`src/dcc_pkg.sv`:
```
// ----------------------------------------------------------------------------
// dcc_pkg
// Shared types, command codes and constants for the DCC packet builder.
// ----------------------------------------------------------------------------
package dcc_pkg;

   // command kinds on the request channel
   typedef enum logic [2:0] {
      KIND_IDLE   = 3'd0,
      KIND_RESET  = 3'd1,
      KIND_SPEED  = 3'd2,
      KIND_FUNC   = 3'd3,
      KIND_ACCESS = 3'd4,
      KIND_LOAD   = 3'd5
   } req_kind_type;

   localparam int FUNC_W   = 29;
   localparam int MAX_PKT  = 5;
   localparam int CNT_W    = 3;

   // CSR map: byte address, word index is paddr[2]
   localparam int   CSR_ADDR_W = 3;
   localparam logic CSR_IDX_OE = 1'b0;

   // packet constants
   localparam logic [7:0] BYTE_IDLE     = 8'hFF;
   localparam logic [7:0] BYTE_ZERO     = 8'h00;
   localparam logic [7:0] BYTE_SPD128   = 8'h3F;
   localparam logic [7:0] BYTE_F13_F20  = 8'hDE;
   localparam logic [7:0] BYTE_F21_F28  = 8'hDF;
   localparam logic [6:0] SPEED_MAX     = 7'd127;
   localparam logic [13:0] SHORT_ADDR_MAX = 14'd127;

   // function group bounds
   localparam logic [4:0] FN_GRP1_MAX = 5'd4;
   localparam logic [4:0] FN_GRP2_MAX = 5'd8;
   localparam logic [4:0] FN_GRP3_MAX = 5'd12;
   localparam logic [4:0] FN_GRP4_MAX = 5'd20;
   localparam logic [4:0] FN_MAX      = 5'd28;

   // one accepted command
   typedef struct packed {
      req_kind_type       kind;
      logic [13:0]        address;
      logic [7:0]         speed;
      logic               forward;
      logic [4:0]         func_number;
      logic               turn_on;
      logic [FUNC_W-1:0]  function_image;
   } dcc_cmd_type;

   // finished packet, checksum included; slot 0 goes out first
   typedef struct packed {
      logic [MAX_PKT-1:0][7:0] bytes;
      logic [CNT_W-1:0]        count;
   } dcc_pkt_type;

endpackage

```
`src/dcc_if.sv`:
```
// ----------------------------------------------------------------------------
// dcc_req_if / dcc_rsp_if
// Valid/ready channels for commands and packet bytes.
// ----------------------------------------------------------------------------
interface dcc_req_if import dcc_pkg::*; ();
   logic              valid;
   logic              ready;
   logic [2:0]        req_type;
   logic [13:0]       address;
   logic [7:0]        speed;
   logic              forward;
   logic [4:0]        func_number;
   logic              turn_on;
   logic [FUNC_W-1:0] function_image;

   modport source (output valid, req_type, address, speed, forward, func_number,
                   turn_on, function_image, input ready);
   modport sink   (input valid, req_type, address, speed, forward, func_number,
                   turn_on, function_image, output ready);
endinterface

interface dcc_rsp_if ();
   logic       valid;
   logic       ready;
   logic [7:0] packet_byte;
   logic       last_byte;

   modport source (output valid, packet_byte, last_byte, input ready);
   modport sink   (input valid, packet_byte, last_byte, output ready);
endinterface

```
`src/dcc_encoder.sv`:
```
// ----------------------------------------------------------------------------
// dcc_encoder
// Builds the packet bytes and checksum for one command; keeps the F0-F28 image.
// ----------------------------------------------------------------------------
module dcc_encoder import dcc_pkg::*; (
   input  logic        clock,
   input  logic        reset,
   input  logic        fire,
   input  logic        output_enable,
   input  dcc_cmd_type cmd,
   output dcc_pkt_type pkt
);

   logic [FUNC_W-1:0] func_ff, func_in;
   logic [FUNC_W-1:0] fmask, img_upd, img_load;
   logic              active;
   logic [7:0]        h0, h1, b0, b1, chk;
   logic [1:0]        nh, nb;
   logic [3:0][7:0]   raw;
   logic [CNT_W-1:0]  n;
   logic [6:0]        spd;
   logic [8:0]        acc_a;

   assign active = output_enable;

   // mask of the image bit for the function number
   always_comb begin
      fmask = '0;
      if (cmd.func_number == 5'd0) begin
         fmask = FUNC_W'(1) << 4;
      end else if (cmd.func_number <= FN_GRP1_MAX) begin
         fmask = FUNC_W'(1) << (cmd.func_number - 5'd1);
      end else if (cmd.func_number <= FN_MAX) begin
         fmask = FUNC_W'(1) << cmd.func_number;
      end
   end

   assign img_upd  = cmd.turn_on ? (func_ff | fmask) : (func_ff & ~fmask);
   // F0 moves to bit four, F1..F4 to bits 0..3
   assign img_load = {cmd.function_image[FUNC_W-1:5], cmd.function_image[0],
                      cmd.function_image[4:1]};

   // function image update
   always_comb begin
      func_in = func_ff;
      if (fire) begin
         if (cmd.kind == KIND_LOAD) begin
            func_in = img_load;
         end else if (cmd.kind == KIND_FUNC && active) begin
            func_in = img_upd;
         end
      end
   end

   always_ff @(posedge clock) begin
      if (reset) begin
         func_ff <= '0;
      end else begin
         func_ff <= func_in;
      end
   end

   // speed clamp, 1 maps to 2
   always_comb begin
      spd = cmd.speed[7] ? SPEED_MAX : cmd.speed[6:0];
      if (spd == 7'd1) begin
         spd = 7'd2;
      end
   end

   assign acc_a = cmd.address[10:2] + 9'd1;

   // header (locomotive address) and body bytes
   always_comb begin
      if (cmd.address > SHORT_ADDR_MAX) begin
         h0 = {2'b11, cmd.address[13:8]};
         h1 = cmd.address[7:0];
         nh = 2'd2;
      end else begin
         h0 = cmd.address[7:0];
         h1 = BYTE_ZERO;
         nh = 2'd1;
      end
      b0 = BYTE_ZERO;
      b1 = BYTE_ZERO;
      nb = 2'd2;
      unique case (cmd.kind)
         KIND_IDLE: begin
            nh = 2'd0;
            b0 = BYTE_IDLE;
         end
         KIND_RESET: begin
            nh = 2'd0;
         end
         KIND_SPEED: begin
            b0 = BYTE_SPD128;
            b1 = {cmd.forward, spd};
         end
         KIND_FUNC: begin
            nb = 2'd1;
            if (cmd.func_number <= FN_GRP1_MAX) begin
               b0 = {3'b100, img_upd[4:0]};
            end else if (cmd.func_number <= FN_GRP2_MAX) begin
               b0 = {4'hB, img_upd[8:5]};
            end else if (cmd.func_number <= FN_GRP3_MAX) begin
               b0 = {4'hA, img_upd[12:9]};
            end else if (cmd.func_number <= FN_GRP4_MAX) begin
               b0 = BYTE_F13_F20;
               b1 = img_upd[20:13];
               nb = 2'd2;
            end else begin
               b0 = BYTE_F21_F28;
               b1 = img_upd[28:21];
               nb = 2'd2;
            end
         end
         KIND_ACCESS: begin
            nh = 2'd0;
            b0 = {2'b10, acc_a[5:0]};
            b1 = {1'b1, ~acc_a[8:6], cmd.turn_on, cmd.address[1:0], 1'b0};
         end
         default: begin
            nh = 2'd0;
         end
      endcase
   end

   // pack header and body, count without checksum
   always_comb begin
      unique case (nh)
         2'd0:    raw = {BYTE_ZERO, BYTE_ZERO, b1, b0};
         2'd1:    raw = {BYTE_ZERO, b1, b0, h0};
         default: raw = {b1, b0, h1, h0};
      endcase
      if (nb == 2'd1) begin
         // single body byte: clear the slot the second one would take
         raw[2'(nh + 2'd1)] = BYTE_ZERO;
      end
   end

   assign chk = raw[0] ^ raw[1] ^ raw[2] ^ raw[3];

   // final packet with checksum in the slot right after the data bytes
   always_comb begin
      logic [CNT_W-1:0] nd;
      nd = CNT_W'(nh) + CNT_W'(nb);
      for (int i = 0; i < MAX_PKT; i++) begin
         if (i < 4 && CNT_W'(i) < nd) begin
            pkt.bytes[i] = raw[i % 4];
         end else if (CNT_W'(i) == nd) begin
            pkt.bytes[i] = chk;
         end else begin
            pkt.bytes[i] = BYTE_ZERO;
         end
      end
      n = nd + CNT_W'(1);
      if (!active || cmd.kind == KIND_LOAD || cmd.kind > KIND_LOAD) begin
         n = '0;
      end
      pkt.count = n;
   end

endmodule

```
`src/dcc_serializer.sv`:
```
// ----------------------------------------------------------------------------
// dcc_serializer
// Result register: holds one packet and sends it out one byte per item.
// ----------------------------------------------------------------------------
module dcc_serializer import dcc_pkg::*; (
   input  logic        clock,
   input  logic        reset,
   input  logic        load,
   input  dcc_pkt_type pkt,
   output logic        free,
   dcc_rsp_if.source   rsp
);

   logic [MAX_PKT-1:0][7:0] bytes_ff, bytes_in;
   logic [CNT_W-1:0]        cnt_ff, cnt_in;
   logic                    take;

   assign take = rsp.valid && rsp.ready;
   // free once empty, or when the final byte leaves this cycle
   assign free = (cnt_ff == '0) || (cnt_ff == CNT_W'(1) && rsp.ready);

   // load or shift
   always_comb begin
      bytes_in = bytes_ff;
      cnt_in   = cnt_ff;
      if (load) begin
         bytes_in = pkt.bytes;
         cnt_in   = pkt.count;
      end else if (take) begin
         for (int i = 0; i < MAX_PKT - 1; i++) begin
            bytes_in[i] = bytes_ff[i + 1];
         end
         bytes_in[MAX_PKT-1] = BYTE_ZERO;
         cnt_in = cnt_ff - CNT_W'(1);
      end
   end

   always_ff @(posedge clock) begin
      if (reset) begin
         cnt_ff <= '0;
      end else begin
         cnt_ff <= cnt_in;
      end
   end

   always_ff @(posedge clock) begin
      bytes_ff <= bytes_in;
   end

   assign rsp.valid       = (cnt_ff != '0);
   assign rsp.packet_byte = bytes_ff[0];
   assign rsp.last_byte   = (cnt_ff == CNT_W'(1));

endmodule

```
`src/dcc_command_packet_builder.sv`:
```
// The first packet byte is valid in the cycle after the command is accepted.
// One command per packet (3 to 5 bytes, checksum included); the next one is
//   taken as the last byte leaves, and commands with no bytes do not hold the
//   intake. The output register sends one byte per cycle while ready is high.
// Reset: synchronous, active high; clears the function image, output_enable
//   and the output byte count.
// ----------------------------------------------------------------------------
// dcc_command_packet_builder
// DCC packet builder top level: CSR port, encoder and byte serializer.
// ----------------------------------------------------------------------------
module dcc_command_packet_builder import dcc_pkg::*; (
   input  logic                  clock,
   input  logic                  reset,
   dcc_req_if.sink               req_bus,
   dcc_rsp_if.source             rsp_bus,
   input  logic                  csr_psel,
   input  logic                  csr_penable,
   input  logic                  csr_pwrite,
   input  logic [CSR_ADDR_W-1:0] csr_paddr,
   input  logic [31:0]           csr_pwdata,
   output logic [31:0]           csr_prdata,
   output logic                  csr_pready
);

   logic        oe_ff, oe_in;
   logic        csr_wr;
   logic        free;
   logic        req_fire;
   dcc_cmd_type cmd;
   dcc_pkt_type pkt;

   // CSR: output_enable
   assign csr_pready = 1'b1;
   assign csr_wr     = csr_psel && csr_penable && csr_pwrite && csr_pready;

   always_comb begin
      oe_in = oe_ff;
      if (csr_wr && csr_paddr[2] == CSR_IDX_OE) begin
         oe_in = csr_pwdata[0];
      end
   end

   always_ff @(posedge clock) begin
      if (reset) begin
         oe_ff <= 1'b0;
      end else begin
         oe_ff <= oe_in;
      end
   end

   assign csr_prdata = (csr_paddr[2] == CSR_IDX_OE) ? {31'd0, oe_ff} : 32'd0;

   // command intake
   assign req_bus.ready = free;
   assign req_fire      = req_bus.valid && free;

   assign cmd.kind           = req_kind_type'(req_bus.req_type);
   assign cmd.address        = req_bus.address;
   assign cmd.speed          = req_bus.speed;
   assign cmd.forward        = req_bus.forward;
   assign cmd.func_number    = req_bus.func_number;
   assign cmd.turn_on        = req_bus.turn_on;
   assign cmd.function_image = req_bus.function_image;

   dcc_encoder u_encoder (
      .clock         (clock),
      .reset         (reset),
      .fire          (req_fire),
      .output_enable (oe_ff),
      .cmd           (cmd),
      .pkt           (pkt)
   );

   dcc_serializer u_serializer (
      .clock (clock),
      .reset (reset),
      .load  (req_fire),
      .pkt   (pkt),
      .free  (free),
      .rsp   (rsp_bus)
   );

   // checks
   a_no_overrun: assert property (@(posedge clock) disable iff (reset)
      req_fire |-> (!rsp_bus.valid || (rsp_bus.ready && rsp_bus.last_byte)))
      else $error("command accepted over an unsent packet");

   a_disabled_silent: assert property (@(posedge clock) disable iff (reset)
      (req_fire && !oe_ff) |=> !rsp_bus.valid)
      else $error("bytes produced with output disabled");

   a_load_silent: assert property (@(posedge clock) disable iff (reset)
      (req_fire && req_bus.req_type == KIND_LOAD) |=> !rsp_bus.valid)
      else $error("image load produced bytes");

   a_idle_first: assert property (@(posedge clock) disable iff (reset)
      (req_fire && oe_ff && req_bus.req_type == KIND_IDLE)
      |=> (rsp_bus.valid && rsp_bus.packet_byte == BYTE_IDLE))
      else $error("idle packet does not start with FF");

endmodule
```
`src/flat_wrapper.sv`:
```
// flat-port wrapper written by rule: the top's interface ports become plain ports
module dcc_command_packet_builder_flat import dcc_pkg::*;
  (clock, reset, csr_psel, csr_penable, csr_pwrite, csr_paddr, csr_pwdata, csr_prdata, csr_pready, req_bus_valid, req_bus_req_type, req_bus_address, req_bus_speed, req_bus_forward, req_bus_func_number, req_bus_turn_on, req_bus_function_image, req_bus_ready, rsp_bus_valid, rsp_bus_packet_byte, rsp_bus_last_byte, rsp_bus_ready);
  dcc_req_if req_bus_i ();
  dcc_rsp_if rsp_bus_i ();
  input  logic clock;
  input  logic reset;
  input  logic csr_psel;
  input  logic csr_penable;
  input  logic csr_pwrite;
  input  logic [CSR_ADDR_W-1:0] csr_paddr;
  input  logic [31:0] csr_pwdata;
  output logic [31:0] csr_prdata;
  output logic csr_pready;
  input wire logic [$bits(req_bus_i.valid)-1:0] req_bus_valid;
  input wire logic [$bits(req_bus_i.req_type)-1:0] req_bus_req_type;
  input wire logic [$bits(req_bus_i.address)-1:0] req_bus_address;
  input wire logic [$bits(req_bus_i.speed)-1:0] req_bus_speed;
  input wire logic [$bits(req_bus_i.forward)-1:0] req_bus_forward;
  input wire logic [$bits(req_bus_i.func_number)-1:0] req_bus_func_number;
  input wire logic [$bits(req_bus_i.turn_on)-1:0] req_bus_turn_on;
  input wire logic [$bits(req_bus_i.function_image)-1:0] req_bus_function_image;
  output wire logic [$bits(req_bus_i.ready)-1:0] req_bus_ready;
  output wire logic [$bits(rsp_bus_i.valid)-1:0] rsp_bus_valid;
  output wire logic [$bits(rsp_bus_i.packet_byte)-1:0] rsp_bus_packet_byte;
  output wire logic [$bits(rsp_bus_i.last_byte)-1:0] rsp_bus_last_byte;
  input wire logic [$bits(rsp_bus_i.ready)-1:0] rsp_bus_ready;
  assign req_bus_i.valid = req_bus_valid;
  assign req_bus_i.req_type = req_bus_req_type;
  assign req_bus_i.address = req_bus_address;
  assign req_bus_i.speed = req_bus_speed;
  assign req_bus_i.forward = req_bus_forward;
  assign req_bus_i.func_number = req_bus_func_number;
  assign req_bus_i.turn_on = req_bus_turn_on;
  assign req_bus_i.function_image = req_bus_function_image;
  assign req_bus_ready = req_bus_i.ready;
  assign rsp_bus_valid = rsp_bus_i.valid;
  assign rsp_bus_packet_byte = rsp_bus_i.packet_byte;
  assign rsp_bus_last_byte = rsp_bus_i.last_byte;
  assign rsp_bus_i.ready = rsp_bus_ready;
  dcc_command_packet_builder u_core (.clock(clock), .reset(reset), .req_bus(req_bus_i), .rsp_bus(rsp_bus_i), .csr_psel(csr_psel), .csr_penable(csr_penable), .csr_pwrite(csr_pwrite), .csr_paddr(csr_paddr), .csr_pwdata(csr_pwdata), .csr_prdata(csr_prdata), .csr_pready(csr_pready));
endmodule
```
`config.mk`:
```
export PLATFORM = sky130hd
export DESIGN_NAME = dcc_command_packet_builder_flat
export DESIGN_NICKNAME = d
export VERILOG_FILES = /design/src/dcc_pkg.sv /design/src/dcc_if.sv /design/src/dcc_encoder.sv /design/src/dcc_serializer.sv /design/src/dcc_command_packet_builder.sv /design/src/flat_wrapper.sv
export SDC_FILE = /design/constraint.sdc
export NUM_CORES = 1
export LEC_CHECK = 0
export BUFFER_PORTS_ARGS = -buffer_cell sky130_fd_sc_hd__buf_4
export CAP_MARGIN = 5
export CORE_MARGIN = 2
export CORE_UTILIZATION = 56
export CTS_CLUSTER_SIZE = 16
export DETAILED_ROUTE_END_ITERATION = 8
export PLACE_DENSITY = 0.79
export RECOVER_POWER = 25
export REMOVE_ABC_BUFFERS = 1
export SYNTH_ARGS = -nofsm -noshare
export SYNTH_HDL_FRONTEND = slang
export SYNTH_SLANG_ARGS = --single-unit
```
`constraint.sdc`:
```
create_clock -name clock -period 5.4 [get_ports clock]
set_input_delay 1.35 -clock clock [delete_from_list [all_inputs] [get_ports clock]]
set_output_delay 1.35 -clock clock [all_outputs]
set_load 0.01 [all_outputs]
```
---- Word-level counts from Yosys, hierarchy flattened ----
Cells that the tools add are included.
cells by class
  equal/unequal tests ..................... 12
  bitwise gates (word level) .............. 10
  $add $sub $neg .......................... 6
  shift operators ......................... 2
  multiplexer cells ....................... 45
  reductions and logical operators ........ 22
  $lt $le $gt $ge ......................... 13
operator list
  kind                  number
  $mux 29               6
  $mux 8                16
  $mux 40               2
  $pmux 32 s2           1
  $shl 1x5->29 const A  2
  $mux 7                5
  $and 32x32->32        1
  $mux 32               1
  $not 32->32           1
  $pmux 8 s4            1
  $and 29x29->29        1
  $not 29->29           1
  $or 29x29->29         1
  $pmux 8 s3            1
  $xor 8x8->8           3
  $demux 8 s2           1
  $gt 14x7->1 const B   1
  $mux 2                6
  $le 5x4->1 const B    2
  $le 5x5->1 const B    2
  $add 9x1->9 const B   1
  $logic_not 3->1       3
  $mux 3                3
  $logic_and 1x1->1     8
  other kinds (30)      40
storage, ports and cells
  bits of input ports ..................... 103
  logic and storage cells ................. 118
  register bits after elaboration ......... 73
  output and inout port bits .............. 44

---- Longest topological paths before layout ----
Gate-level depths: netlist (run 1).
  depth after elaboration ................. 21
  depth in mapped cells ................... 14
  gate-level depth less buffers ........... 13

---- By module ----
From an unflattened synthesis (run 1), not the netlist that was laid out.
unflattened totals
  cells, all modules ...................... 867
  area, all modules ....................... 6,887.9 µm²
modules (own cells, without submodules)
  module                      seq. area each (µm²)  cells an instance  area each (µm²)  instances
  dcc_encoder                 580.6                 706                4,615.7          1
  dcc_serializer              1,261.2               120                1,956.9          1
  dcc_command_packet_builder  20.0                  41                 315.3            1

---- Worst setup path after synthesis (run 1) ----
OpenSTA, ideal clock, no wires.
  path kind ............................... input port to flip-flop
  start point ............................. input port req_bus_address[8]
  end point ............................... register u_core.u_serializer.bytes_ff[16] (netlist bit), data pin
  stages .................................. 11
  buffers on the path ..................... 1
  setup time .............................. 0.146 ns
  arrival time ............................ 4.122 ns
  data required time ...................... 5.254 ns
  slack ................................... 1.132 ns
  path through ............................ buf_2 > nor4_4 > nand2_1 > nand2_1 > inv_2 > fa_1 > ha_1 > nand2_1 > or2_0 > mux4_2 > a21oi_1
RTL lines
  item                    line                  source
  start: declaration      flat_wrapper.sv:17    input wire logic [$bits(req_bus_i.address)-1:0] req_bus_address;
  end signal: assignment  dcc_serializer.sv:47  bytes_ff <= bytes_in;
  end: declaration        dcc_serializer.sv:14  logic [MAX_PKT-1:0][7:0] bytes_ff, bytes_in;

==> flow_summary_export.csv, run 1 <==
group,metric,value,unit
sta,drv_slew,41,
cells_and_area,drive_above_1_share,13.7,%
grt,grt_pass1_vias,6079,
min_path,worstHoldStart,"u_core.u_encoder.func_ff[22]",
power,power.density,328,nW/um2
clock_network,h-tree-depth,3,
sta,finalSetupViolCount,0,
logic_synthesis,yosysUniqueCellTypes,92,
setup_path,r2r-end,"u_core.u_serializer.rsp.packet_byte[4]",
cells_and_area,diodes,0,
run,maxCapViolations,1,
power,p_comb_share,36.6,%
power,p_leak,0.00277,uW
detailed_routing,vias,6852,
place,routabilityCongestion,1.03,
sta,period_needed,4510,ps
clock_network,clk_pin_slew,60,ps
min_path,hold_depth,2,
power,switching_share,35.8,%
setup_path,max_stage_delay,560,ps
logic_synthesis,synth_top_cell_by_area,"edfxtp_1",
grt,grt_pass1_wl,31200,um
outcome,outcome,"complete, but fails checks",
setup_path,slowest_stage,"nor2_1",
detailed_routing,routed_via_density,6.54,
setup_path,cp_common_cell,"nand2_1",
sta,worstMarginPinSlew,2170,ps
clock_network,cts_made_buffers,9,
logic_synthesis,avgSynthCellArea,7.60,um2
logic_synthesis,synth-edff-count,40,
clock_network,clock_latency,340,ps
logic_synthesis,synthTopCellsByArea,"edfxtp_1 (18%), dfxtp_1 (10%), nor2_1 (7.8%), a21oi_1 (5.4%), buf_4 (5.0%)",
grt,grt_overflow,0,
die,initial_core_util,57.5,%
detailed_routing,wire_per_inst,18.7,um
setup_path,critPathBufInv,3,
power,p_clk_share,24.8,%
setup_path,criticalPathCategory,"input pin to flop",
clock_network,post-cts-setup-buffers,0,
logic_synthesis,synth_most_common_cell,"nor2_1",
sta,skew,5.49,ps
sta,fin_tns_setup,0,ps
setup_path,r2r_cells,7,
clock_network,cts.path.max_buffers,2,
power,p_seq_share,38.5,%
detailed_routing,drt_first_iter_violations,1003,
grt,antenna_found_initial,0,
power,vdd_ir_drop_max,0.374,mV
die,die_area,12700,um2
detailed_routing,antenna_left,0,
outcome,violations,"design-rule violations, max-capacitance violations, max-slew violations",
logic_synthesis,synth-seq-cells,73,
logic_synthesis,syn-cell-area,6590,um2
die,die_h,112,um
power,switching_power,852,uW
sta,fmax,0.221,GHz
power,design_power_total,2380,uW
clock_network,cts_tree,"yes",
die,ios,147,
clock_network,clkSinkCount,73,
logic_synthesis,yosys.area.top_type_share,18.2,%
logic_synthesis,synthArstFlopShare,0,%
cells_and_area,final_area,7250,um2
die,die_x,112,um
place,dp.final_hpwl,13800,um
sta,rsz0062_at_grt,"false",
setup_path,worstPathCellList,"buf_4 -> o211a_1 -> nor2_1 -> nand2_1 -> inv_2 -> ha_1 -> fa_1 -> inv_1 -> nand2_1 -> nor2_1 -> nand2_1 -> o22a_1 -> o21ai_1",
clock_network,ctsResizeCount,0,
sta,finalCritPeriodShare,83.6,%
sta,hold_viol,0,
setup_path,rrSetupSlack,2330,ps
logic_synthesis,synth_cells,867,
setup_path,cp-start-kind,"input pin",
detailed_routing,wl,19600,um
clock_network,hold_buffers,0,
cells_and_area,fin_util,63.2,%
cells_and_area,nNetsFinal,1014,
die,rows,39,
sta,maxSlewHeadroom,-44.5,%
min_path,whs_endpoint,"u_core.u_encoder.func_ff[22]",
place,place_area,6990,um2
die,coreArea,11500,um2
logic_synthesis,ys_seq_area_share,28.3,%
detailed_routing,drc,2,
power,p_int,1530,uW
clock_network,cts_root_buf,"clkbuf_16",
setup_path,cp_top_family,"simple AND/OR/NAND/NOR gates",
cells_and_area,syn2layout_area_growth,9.95,%
grt,grt.total_usage,30.4,%
setup_path,endpoint_kind,"flop",
detailed_routing,drtPass1Iterations,9,
setup_path,critPathMaxFanout,32,
place,port_buffers,81,
logic_synthesis,ys.flop_type,"edfxtp_1",
logic_synthesis,ys.warnings.count,0,
min_path,min_path_type,"flop to flop",
grt,grt_max_degree,53,
setup_path,cp_data_arrival_time,4680,ps
logic_synthesis,synth_commonest_cells,"nor2_1 (137), a21oi_1 (71), nand2_1 (71)",
setup_path,timing.rr.start,"u_core.u_serializer.cnt_ff[0]",
setup_path,cp_data_required_time,5560,ps
-- worst register-to-register path, delay by kind of cell, from the launching register on --
| family | cells | cell delay (ps) |
|---|---|---|
| flops | 1 | 350 |
| simple gates | 2 | 240 |
| buf+inv | 3 | 1750 |
| fa+ha+maj | 1 | 200 |
| compound gates | 1 | 90 |
-- sequential cells by signal (all words and copies together), names as in the netlist --
| signal | count |
|---|---|
| u_core.u_encoder.func_ff | 29 |
| u_core.u_serializer.rsp.packet_byte | 8 |
| u_core.u_serializer.cnt_ff | 3 |
| u_core.oe_ff | 1 |
| u_core.u_serializer.bytes_ff | 32 |
-- layer usage --
layer | track usage [%] | up-vias | wire length (um)
met1 | 43.5 | 3132 | 8230
met3 | 6.64 | 57 | 2270
met4 | 10.3 | 0 | 602
met2 | 45.6 | 465 | 8480
met5 | 0 | - | 0
li1 | - | 3198 | -
-- metrics by stage --
step / std cells / setup WS [ps] / hold WS [ps]
CTS: 1048 / 1020 / 488
global route: 1048 / 661 / 510
global placement: 1033 / 706 / 464
finish: 1048 / 885 / 484
detailed placement: 1033 / 669 / 474
floorplan: 798 / 1060 / 448
-- cells by family after synthesis --
group                    count (synthesis)  share of synthesized area (%)
AND/OR/NAND/NOR                        358                           26.5
flip-flops                              73                           28.3
other                                    2                          0.114
adder cells (fa/ha/maj)                 10                           2.01
multiplexers                            20                           3.32
buffers and inverters                  115                           9.76
XOR/XNOR                                15                           2.34
AO/OA/AOI/OAI                          274                           27.7
-- worst max path at each step --
stage                            from                                     end  slack (ps)  cells after the start
2_1_floorplan     req_bus_req_type[1]        u_core.u_serializer.bytes_ff[16]        1060                     10
3_3_place_gp   req_bus_func_number[1]  u_core.u_serializer.rsp.packet_byte[5]         710                     13
3_5_place_dp   req_bus_func_number[1]  u_core.u_serializer.rsp.packet_byte[5]         670                     13
4_1_cts        req_bus_func_number[1]  u_core.u_serializer.rsp.packet_byte[5]        1020                     13
5_1_grt        req_bus_func_number[1]  u_core.u_serializer.rsp.packet_byte[5]         660                     13
6_report       req_bus_func_number[1]  u_core.u_serializer.rsp.packet_byte[5]         890                     13
-- layout by cell type, fill, tap and decap left out, drive strengths merged, types with 20 or more instances in the layout --
master,n
nand3,32
edfxtp,40
a21oi,72
o21ai,57
buf,81
nand2,71
nor2,139
nor3,33
a31oi,20
dfxtp,33
a211oi,20
clkbuf,20
conb,32
-- area by class of cell --
type,instances,area [um2]
Tap cell,143,179
Multi-Input combinational cell,709,4200
Clock inverter,6,60.1
Fill cell,1030,4220
Clock buffer,9,225
Inverter,16,60.1
Sequential cell,73,1860
Timing Repair Buffer,92,657
-- power groups by stage --
stage	Clock, uW	Combinational [uW]	Sequential [uW]
CTS	595	891	906
floorplan	0	540	923
detailed placement	0	883	915
global route	618	967	929
global placement	0	870	906
finish	591	871	916
(Power assumes the default switching activity.)
==> inputs of run 2 (changes only) <==
Settings changed: ABC_AREA set to 1.
Clock period 5.4 ns to 4.6 ns, I/O delays scaled along.
==> run 2 against run 1 <==
Against the previous run:
- the run ends with max-capacitance violations, max-slew violations left
- sequential cell count is the same
- synthesized area shrank 1.8%
- total power grew 19%
- first-iteration DRC count shrank 29%
- worst hold slack lost 9.3 ps
- clock power grew 12%
- critical path depth shrank 9
- cell area grew 0.41%
- core utilization grew 0.81 points
- largest cell class unchanged
- highest routed layer unchanged
==> flow_summary_export.csv, run 2 <==
group,metric,value,unit
outcome,outcome,"complete, but fails checks",
outcome,violations,"max-capacitance violations, max-slew violations",
power,p_leak,0.00361,uW
cells_and_area,final_common_cell,"nand2_1",
place,port_buffers,81,
clock_network,cts_made_buffers,9,
cells_and_area,drive_above_1_share,13.8,%
cells_and_area,fin_cells,1245,
cells_and_area,regMostFlops,"u_core.u_serializer.bytes_ff",
grt,antenna_found_initial,0,
detailed_routing,top_layer_used,"met4",
setup_path,critPathMaxFanout,23,
sta,finalCritPeriodShare,83.9,%
place,placed_cells,1229,
detailed_routing,met3_length,1830,um
logic_synthesis,synthArstFlopShare,0,%
logic_synthesis,synth-seq-cells,73,
detailed_routing,route.met2.wl,8500,um
die,die_h,111,um
sta,fin_tns_setup,0,ps
logic_synthesis,ys_seq_area_share,28.8,%
setup_path,slowest_stage,"a21oi_1",
detailed_routing,wl,19500,um
die,die_area,12400,um2
logic_synthesis,avgSynthCellArea,6.27,um2
setup_path,endpoint_kind,"flop",
logic_synthesis,ys.warnings.count,0,
logic_synthesis,yosysUniqueCellTypes,41,
setup_path,cp-start-kind,"input pin",
sta,skew,8.95,ps
detailed_routing,drc,0,
min_path,min_path_type,"flop to flop",
clock_network,clkSinkCount,73,
sta,hold_viol,0,
die,rows,39,
grt,grt_pass1_wl,31200,um
place,place_area,7060,um2
detailed_routing,antenna_left,0,
cells_and_area,final_area,7280,um2
place,dp_slack,633,ps
power,design_power_total,2830,uW
detailed_routing,drtPass1Iterations,6,
die,ios,147,
logic_synthesis,synth_top_cell_by_area,"edfxtp_1",
logic_synthesis,synthTopCellsByArea,"edfxtp_1 (19%), nand2_1 (17%), dfxtp_1 (10%), nand3_1 (10%), a21oi_1 (8.0%)",
clock_network,hold_buffers,0,
power,power.density,389,nW/um2
grt,grt.total_usage,31.2,%
die,initial_core_util,56.9,%
cells_and_area,nNetsFinal,1210,
logic_synthesis,yosys.area.top_type_share,18.6,%
cells_and_area,mostFrequentLayoutCells,"nand2_1 (291), nand3_1 (132), inv_1 (109)",
setup_path,max_stage_delay,1430,ps
place,routabilityCongestion,0.995,
sta,setup_slack,741,ps
run,maxCapViolations,1,
sta,period_needed,3860,ps
sta,rsz0062_at_grt,"false",
detailed_routing,wire_per_inst,15.7,um
clock_network,post-cts-setup-buffers,0,
logic_synthesis,ys.flop_type,"edfxtp_1",
die,die_x,111,um
logic_synthesis,synth_cells,1032,
sta,maxSlewHeadroom,-27.4,%
cells_and_area,largest_reg_flops,32,
cells_and_area,diodes,0,
detailed_routing,drt_first_iter_violations,715,
logic_synthesis,syn-cell-area,6470,um2
clock_network,cts_root_buf,"clkbuf_16",
grt,grt_max_degree,54,
sta,fmax,0.259,GHz
clock_network,cts.path.max_buffers,2,
logic_synthesis,synth-edff-count,40,
clock_network,ctsResizeCount,0,
clock_network,h-tree-depth,3,
setup_path,worstPathCellList,"clkbuf_4 -> inv_1 -> a21oi_1 -> clkbuf_1",
clock_network,clock_latency,350,ps
setup_path,critPathBufInv,3,
grt,grt_overflow,0,
grt,grt_pass1_vias,6187,
clock_network,clk_pin_slew,60,ps
setup_path,cp_data_arrival_time,3810,ps
sta,drv_slew,24,
setup_path,criticalPathCategory,"input pin to flop",
detailed_routing,vias,7059,
detailed_routing,drt-met1-wl,8650,um
place,dp.final_hpwl,14200,um
clock_network,cts_tree,"yes",
sta,finalSetupViolCount,0,
logic_synthesis,synth_commonest_cells,"nand2_1 (291), nand3_1 (132), inv_1 (109)",
setup_path,cp_data_required_time,4550,ps
setup_path,cp_top_family,"compound AO/OA/AOI/OAI gates",
logic_synthesis,synth_most_common_cell,"nand2_1",
die,coreArea,11400,um2
detailed_routing,routed_via_density,5.67,
cells_and_area,syn2layout_area_growth,12.5,%
sta,worstMarginPinSlew,1910,ps
power,vdd_ir_drop_max,0.369,mV
==> run 2: routing by layer <==
layer  vias to the layer above  GRT usage [%]
li1                       3472              -
met1                      3163           44.7
met2                       379           46.4
met3                        45           5.72
met4                         0           12.8
met5                         -              0
==> run 2: final timing paths <==
path	from	end	slack (ps)	depth (start not counted)
max	rsp_bus_ready	u_core.u_serializer.rsp.packet_byte[0]	740	4
min	u_core.u_encoder.func_ff[20]	u_core.u_encoder.func_ff[20]	470	2
max reg2reg	u_core.u_serializer.cnt_ff[0]	u_core.u_serializer.rsp.packet_byte[0]	890	6
min reg2reg	u_core.u_encoder.func_ff[20]	u_core.u_encoder.func_ff[20]	470	2
==> run 2: worst min-delay path, delay by kind of cell, from the launching register on <==
kind,cells,cell delay (ps)
and+or+nand+nor,1,60
DFF,1,310
AOI/OAI and AO/OA,1,60
==> run 2: cell type report <==
cell class	instances	area (um2)
well taps	143	179
clock inverters	3	16.3
inverters	121	454
clock buffers	13	250
repair buffers	100	709
multi-input cells	792	3800
fillers	1086	4090
flip-flops and latches	73	1860
==> run 2: kinds of logic after synthesis <==
kind of cell	Yosys count	synth area share, %
flops	73	28.8
buf+inv	197	14.3
xor+xnor	2	0.387
compound gates	200	16.9
other cells	2	0.116
fa+ha+maj	10	2.05
simple gates	548	37.5
==> run 2: power breakdown <==
| part | switching, uW | internal, uW |
|---|---|---|
| Combinational | 728 | 352 |
| Sequential | 64.7 | 1030 |
| Clock | 280 | 379 |
==> run 2: metrics by stage <==
stage	util [%]	hold slack [ps]
2_1_floorplan	-	438
3_3_place_gp	62.1	454
3_5_place_dp	62.1	464
4_1_cts	64.5	472
5_1_grt	64.0	489
6_report	64.0	474
